$ cat config.mk
export PLATFORM = sky130hd
export DESIGN_NAME = modular_exponentiation_unit
export DESIGN_NICKNAME = d
export VERILOG_FILES = /design/src/hdl/modexp_pkg.sv /design/src/hdl/modular_exponentiation_unit.sv
export SDC_FILE = /design/constraint.sdc
export NUM_CORES = 1
export LEC_CHECK = 0
export BUFFER_PORTS_ARGS = -buffer_cell sky130_fd_sc_hd__buf_2
export CAP_MARGIN = 20
export CORE_MARGIN = 5
export CORE_UTILIZATION = 60
export DETAILED_ROUTE_END_ITERATION = 10
export GPL_ROUTABILITY_DRIVEN = 0
export PLACE_DENSITY = 0.83
export SYNTH_ARGS = -nofsm -noshare
export SYNTH_HDL_FRONTEND = slang
export SYNTH_SLANG_ARGS = --single-unit
$ cat constraint.sdc
create_clock -name i_clk -period 7.75 [get_ports i_clk]
set_input_delay 1.55 -clock i_clk [delete_from_list [all_inputs] [get_ports i_clk]]
set_output_delay 1.55 -clock i_clk [all_outputs]
set_load 0.02 [all_outputs]
$ cat src/hdl/modexp_pkg.sv
// shared constants for the modular exponentiation unit
package modexp_pkg;

    // default operand width of base, exponent and modulus
    localparam int OPERAND_BITS = 31;

endpackage

$ cat src/hdl/modular_exponentiation_unit.sv
// modular exponentiation unit: right-to-left square-and-multiply with bit-serial products
//
// Input channel: i_in_valid / o_in_ready carry i_base, i_exponent and i_modulus.
// Output channel: o_out_valid / i_out_ready carry o_power_mod and o_modulus_error.
// A transfer happens on a rising edge with valid and ready both high.
//
// After a transfer the base is reduced by the modulus in one pass over its bits.
// Then each exponent bit up to the highest set bit takes one pass, in which the
// result product and the next square are formed side by side, one multiplier bit
// a cycle from a shift register of the square.
// A zero modulus skips the passes and returns 0 with o_modulus_error set.
// One item is worked on at a time; o_in_ready is high whenever the unit is idle, also
// while a finished result waits in the output register.
// If the receiver stalls, the next result waits in its final state until the output
// register is free, and no new item is taken meanwhile.
// Reset (i_rst_n low, synchronous) empties the output register and returns to idle.
module modular_exponentiation_unit #(
    parameter int OPERAND_BITS = modexp_pkg::OPERAND_BITS
) (
    input  logic                    i_clk,
    input  logic                    i_rst_n,
    input  logic                    i_in_valid,
    output logic                    o_in_ready,
    input  logic [OPERAND_BITS-1:0] i_base,
    input  logic [OPERAND_BITS-1:0] i_exponent,
    input  logic [OPERAND_BITS-1:0] i_modulus,
    output logic                    o_out_valid,
    input  logic                    i_out_ready,
    output logic [OPERAND_BITS-1:0] o_power_mod,
    output logic                    o_modulus_error
);
    import modexp_pkg::*;

    localparam int W  = OPERAND_BITS;
    localparam int CW = $clog2(OPERAND_BITS);
    localparam logic [CW-1:0] LAST_BIT = CW'(OPERAND_BITS - 1);

    localparam logic [1:0] S_IDLE   = 2'd0;
    localparam logic [1:0] S_REDUCE = 2'd1;
    localparam logic [1:0] S_MUL    = 2'd2;
    localparam logic [1:0] S_DONE   = 2'd3;

    // one multiplier bit of (acc * 2 + bit * a) mod m, with acc and a below m
    function automatic logic [W-1:0] mod_step(input logic [W-1:0] acc,
                                             input logic [W-1:0] a,
                                             input logic         b,
                                             input logic [W-1:0] m);
        logic [W+1:0] t;
        logic [W+1:0] m1;
        logic [W+1:0] m2;
        logic [W+1:0] r;
        t  = {1'b0, acc, 1'b0} + (b ? {2'b00, a} : '0);
        m1 = {2'b00, m};
        m2 = {1'b0, m, 1'b0};
        if (t >= m2) begin
            r = t - m2;
        end else if (t >= m1) begin
            r = t - m1;
        end else begin
            r = t;
        end
        return r[W-1:0];
    endfunction

    logic [1:0]    r_state, n_state;
    logic [W-1:0]  r_mod, n_mod;
    logic [W-1:0]  r_sq, n_sq;
    logic [W-1:0]  r_res, n_res;
    logic [W-1:0]  r_acc_s, n_acc_s;
    logic [W-1:0]  r_acc_r, n_acc_r;
    logic [W-1:0]  r_bsh, n_bsh;
    logic [W-1:0]  r_expo, n_expo;
    logic [CW-1:0] r_cnt, n_cnt;
    logic          r_err, n_err;
    logic [W-1:0]  r_pm, n_pm;
    logic          r_pm_err, n_pm_err;
    logic          r_out_valid, n_out_valid;

    logic [W-1:0] step_s, step_r, a_s, new_sq, new_res;
    logic [W-1:0] expo_next;
    logic         pass_end, out_free;

    // datapath of one bit step for both products
    always_comb begin
        a_s       = (r_state == S_REDUCE) ? W'(1) : r_sq;
        step_s    = mod_step(r_acc_s, a_s, r_bsh[W-1], r_mod);
        step_r    = mod_step(r_acc_r, r_res, r_bsh[W-1], r_mod);
        pass_end  = (r_cnt == LAST_BIT);
        new_sq    = step_s;
        new_res   = r_expo[0] ? step_r : r_res;
        expo_next = r_expo >> 1;
        out_free  = !r_out_valid || i_out_ready;
    end

    assign o_in_ready      = (r_state == S_IDLE);
    assign o_out_valid     = r_out_valid;
    assign o_power_mod     = r_pm;
    assign o_modulus_error = r_pm_err;

    // sequencer
    always_comb begin
        n_state     = r_state;
        n_mod       = r_mod;
        n_sq        = r_sq;
        n_res       = r_res;
        n_acc_s     = r_acc_s;
        n_acc_r     = r_acc_r;
        n_bsh       = r_bsh;
        n_expo      = r_expo;
        n_cnt       = r_cnt;
        n_err       = r_err;
        n_pm        = r_pm;
        n_pm_err    = r_pm_err;
        n_out_valid = r_out_valid;

        if (r_out_valid && i_out_ready) begin
            n_out_valid = 1'b0;
        end

        unique case (r_state)
            S_IDLE: begin
                if (i_in_valid) begin
                    n_mod   = i_modulus;
                    n_expo  = i_exponent;
                    n_acc_s = '0;
                    n_acc_r = '0;
                    n_bsh   = i_base;
                    n_cnt   = '0;
                    n_res   = (i_modulus == W'(1)) ? '0 : W'(1);
                    if (i_modulus == '0) begin
                        n_err   = 1'b1;
                        n_res   = '0;
                        n_state = S_DONE;
                    end else begin
                        n_err   = 1'b0;
                        n_state = S_REDUCE;
                    end
                end
            end
            S_REDUCE, S_MUL: begin
                n_acc_s = step_s;
                n_acc_r = step_r;
                n_bsh   = r_bsh << 1;
                n_cnt   = r_cnt + CW'(1);
                if (pass_end) begin
                    n_cnt   = '0;
                    n_acc_s = '0;
                    n_acc_r = '0;
                    n_sq    = new_sq;
                    n_bsh   = new_sq;
                    if (r_state == S_MUL) begin
                        n_res  = new_res;
                        n_expo = expo_next;
                        n_state = (expo_next == '0) ? S_DONE : S_MUL;
                    end else begin
                        n_state = (r_expo == '0) ? S_DONE : S_MUL;
                    end
                end
            end
            S_DONE: begin
                if (out_free) begin
                    n_pm        = r_res;
                    n_pm_err    = r_err;
                    n_out_valid = 1'b1;
                    n_state     = S_IDLE;
                end
            end
            default: begin
                n_state = S_IDLE;
            end
        endcase
    end

    // control registers
    always_ff @(posedge i_clk) begin
        if (!i_rst_n) begin
            r_state     <= S_IDLE;
            r_out_valid <= 1'b0;
        end else begin
            r_state     <= n_state;
            r_out_valid <= n_out_valid;
        end
    end

    // payload registers
    always_ff @(posedge i_clk) begin
        r_mod    <= n_mod;
        r_sq     <= n_sq;
        r_res    <= n_res;
        r_acc_s  <= n_acc_s;
        r_acc_r  <= n_acc_r;
        r_bsh    <= n_bsh;
        r_expo   <= n_expo;
        r_cnt    <= n_cnt;
        r_err    <= n_err;
        r_pm     <= n_pm;
        r_pm_err <= n_pm_err;
    end

    // accumulators and the square stay reduced during a multiply pass
    a_acc_reduced: assert property (@(posedge i_clk) disable iff (!i_rst_n)
        (r_state == S_MUL) |-> (r_acc_s < r_mod && r_acc_r < r_mod && r_sq < r_mod))
        else $error("accumulator or square not below modulus");

    // a finished result is below the modulus
    a_res_reduced: assert property (@(posedge i_clk) disable iff (!i_rst_n)
        (r_state == S_DONE && !r_err) |-> (r_res < r_mod))
        else $error("result not below modulus");

    // finishing without error means the exponent was used up
    a_expo_done: assert property (@(posedge i_clk) disable iff (!i_rst_n)
        (r_state == S_DONE && !r_err) |-> (r_expo == '0))
        else $error("done with exponent bits left");

    // an error result carries zero
    a_err_zero: assert property (@(posedge i_clk) disable iff (!i_rst_n)
        (r_out_valid && r_pm_err) |-> (r_pm == '0))
        else $error("error result is not zero");

endmodule

==> impl_metrics.csv <==
group,metric,value,unit
cts,cts-root-buf,"clkbuf_16",
place,place_ws,0.654,ns
logic_synthesis,ys_ff_latch,258,
global_route,grt_use_total,0.292,
timing,period_share,0.949,
routing,finalWirelength,59900,microns
logic_synthesis,syn_avg_cell_area,9.36,sq um
die,die_width,199,microns
die,chipHeight,199,microns
timing,layout_setup_ws,0.392,ns
logic_synthesis,synth_cell_types,83,
place,dp_hpwl,45400,microns
timing,finalClockSkew,0.0142,ns
worst_setup_path,worstSetupPathType,"register to register",
timing,slew_headroom,0.356,
cts,postCtsHoldBufs,0,
flow_run,drv_cap,0,
cts,clkLatencyLatePin,0.57,ns
cts,htree_num_levels,1,
global_route,grt_start_max_net_pins,67,
routing,drt-initial-drc-count,2291,
cts,cts_made_buffers,27,
logic_synthesis,syn-cell-area,21400,sq um
logic_synthesis,yosysWarnings,0,
worst_setup_path,end_kind,"register",
cts,clkTransAtPathRegs,0.07,ns
logic_synthesis,synth_area_leaders,"edfxtp_1, ha_1, a21oi_1, xnor2_1, o21ai_0",
timing,finalSetupTns,0,ns
worst_setup_path,regToRegStartpoint,"r_bsh[30]$_DFFE_PP_",
die,row_count,69,
logic_synthesis,synth_top_area_share,0.358,
die,dieArea,39500,sq um
routing,final_antenna_net_count,0,
global_route,gr-total-overflow,0,
cts,post_cts_buffers,0,
logic_synthesis,yosysSeqAreaShare,0.361,
place,io_buffer_count,130,
worst_setup_path,arrival,7.64,ns
global_route,grt_pass1_wl,93400,microns
cells_and_area,layout_commonest_cell,"edfxtp_1",
cells_and_area,mostFrequentLayoutCells,"edfxtp_1, a21oi_1, ha_1",
worst_setup_path,critPathMaxFanout,32,
timing,worstMarginPinSlew,0.954,ns
logic_synthesis,async_flop_share,0,
cells_and_area,area_growth,9.39,%
worst_setup_path,critPathLaunchType,"register",
status,status,"finished, final reports clean",
cells_and_area,drive_above_1_share,0.117,
die,ios,131,
cells_and_area,nets,2683,
worst_setup_path,r2r_cells,24,
logic_synthesis,syn_inst,2285,
worst_setup_path,r2r_end,"r_res[30]$_SDFFCE_PP0P_",
worst_hold_path,worstHoldPathCells,0,
timing,holdWs,0.419,ns
die,core_area,35400,sq um
cts,cts_buffer_depth,3,
logic_synthesis,syn_nets,2579,
routing,route.detailed.drc,0,
logic_synthesis,synth_flop_cell,"edfxtp_1",
global_route,antenna_found_initial,5,
cts,clock-sinks,258,
timing,finalCriticalPeriod,7.36,ns
logic_synthesis,yosys.area.top_type,"edfxtp_1",
die,initial_core_util,0.604,
timing,setup_viol,0,
timing,slew_violations,0,
worst_hold_path,hold_class,"register to register",
logic_synthesis,synth-edff-count,255,
routing,viasPerCell,6.63,
worst_setup_path,r2r_setup_slack,0.39,ns
cts,cts_resized,0,
routing,vias,19100,
timing,timing.fmax,136,MHz
routing,wl_per_cell,20.8,microns
worst_setup_path,required,8.03,ns
routing,dr.pass1.iters,6,
timing,hold_violations,0,
timing,rsz0062_at_grt,"false",
global_route,grt_pass1_vias,18200,
cts,tritoncts,"yes",
worst_hold_path,hold_end,"o_modulus_error$_DFFE_PP_",
worst_hold_path,worstHoldStart,"r_err$_DFFE_PP_",
-- cells by family after synthesis --
family | Yosys count | share of synthesized area
buf+inv | 170 | 0.0311
mux | 76 | 0.0405
fa+ha+maj | 197 | 0.117
xor+xnor | 140 | 0.0573
compound gates | 758 | 0.229
flops | 258 | 0.361
simple gates | 686 | 0.164
-- Yosys cell counts (all sizes together) (6+ instances only) --
cell / count
or2: 8
ha: 191
nand4: 21
or3: 19
nor3b: 9
o2111ai: 9
a31oi: 28
clkbuf: 65
o2bb2ai: 6
nor2: 150
nor3: 45
mux2: 51
o31ai: 17
o22ai: 6
a21oi: 239
o21bai: 21
nand2b: 22
fa: 6
nand3: 63
a31o: 7
inv: 95
a211o: 10
o21a: 42
nor2b: 26
a21o: 77
a211oi: 56
and4: 11
and2: 91
edfxtp: 255
o31a: 7
nand2: 145
buf: 9
xor2: 49
o211ai: 33
a221oi: 10
mux2i: 25
nor4: 22
a21boi: 11
xnor2: 91
and3: 41
o21ai: 142
-- area by class of cell --
cell class,count,area (sq um)
clock buffers,29,683
clock inverters,18,160
flip-flops and latches,258,7720
diodes,8,20.0
multi-input cells,1857,13100
inverters,96,363
fillers,2805,12000
repair buffers,149,818
well taps,461,577
-- metal layers --
metal,global-route usage,vias to the layer above,share of wire
met2,0.489,1027,0.47
met1,0.385,8993,0.40
li1,-,8867,-
met4,0.129,0,0.047
met5,0,-,0
met3,0.0313,181,0.080
-- per-stage QoR --
stage,cells,instance area (sq um),util
2_1_floorplan,2285,21400,-
3_3_place_gp,2821,22500,0.636
3_5_place_dp,2821,22500,0.636
4_1_cts,2868,23400,0.660
5_1_grt,2874,23400,0.661
6_report,2876,23400,0.661
-- registers in the layout, indices dropped and copies added (netlist names) --
register,flops
r_res,31
r_state,2
o_power_mod,31
r_acc_r,31
o_modulus_error,1
r_expo,31
r_mod,31
r_err,1
r_sq,31
r_acc_s,31
r_bsh,31
r_cnt,5
o_out_valid,1
-- critical path: stages (launching register included) --
cell and delay [ns]:
edfxtp_1 0.48, buf_4 0.37, and2_1 0.19, ha_1 0.16, inv_1 0.05, fa_1 0.39, nand2b_1 0.19, a21oi_1 0.25
o211ai_1 0.25, and4b_1 0.27, o21ai_0 0.38, a41oi_1 0.20, nor2b_1 0.18, xnor2_1 0.42, ha_1 0.43, and3_1 0.26
and3_1 0.26, nand2_1 0.08, nor4_1 0.07, a221oi_1 0.51, o211a_1 0.25, o21a_1 0.34, nand2_2 0.49, a211oi_1 0.47
nor3_1 0.11
-- worst max-delay path by stage --
stage                              startpoint                       to  slack [ns]  cells after the start
after detailed placement  r_bsh[30]$_DFFE_PP_  r_res[30]$_SDFFCE_PP0P_        0.65                     24
after global routing      r_bsh[30]$_DFFE_PP_  r_res[30]$_SDFFCE_PP0P_        0.02                     24
final                     r_bsh[30]$_DFFE_PP_  r_res[30]$_SDFFCE_PP0P_        0.39                     24
after floorplan                    i_in_valid       r_res[0]$_DFFE_PP_        1.87                      4
after CTS                 r_bsh[30]$_DFFE_PP_  r_res[30]$_SDFFCE_PP0P_        0.61                     24
after global placement    r_bsh[30]$_DFFE_PP_  r_res[30]$_SDFFCE_PP0P_        0.72                     24
Power is not shown: default switching activity piles up to over one toggle a cycle in this logic, so the estimate is an artifact.
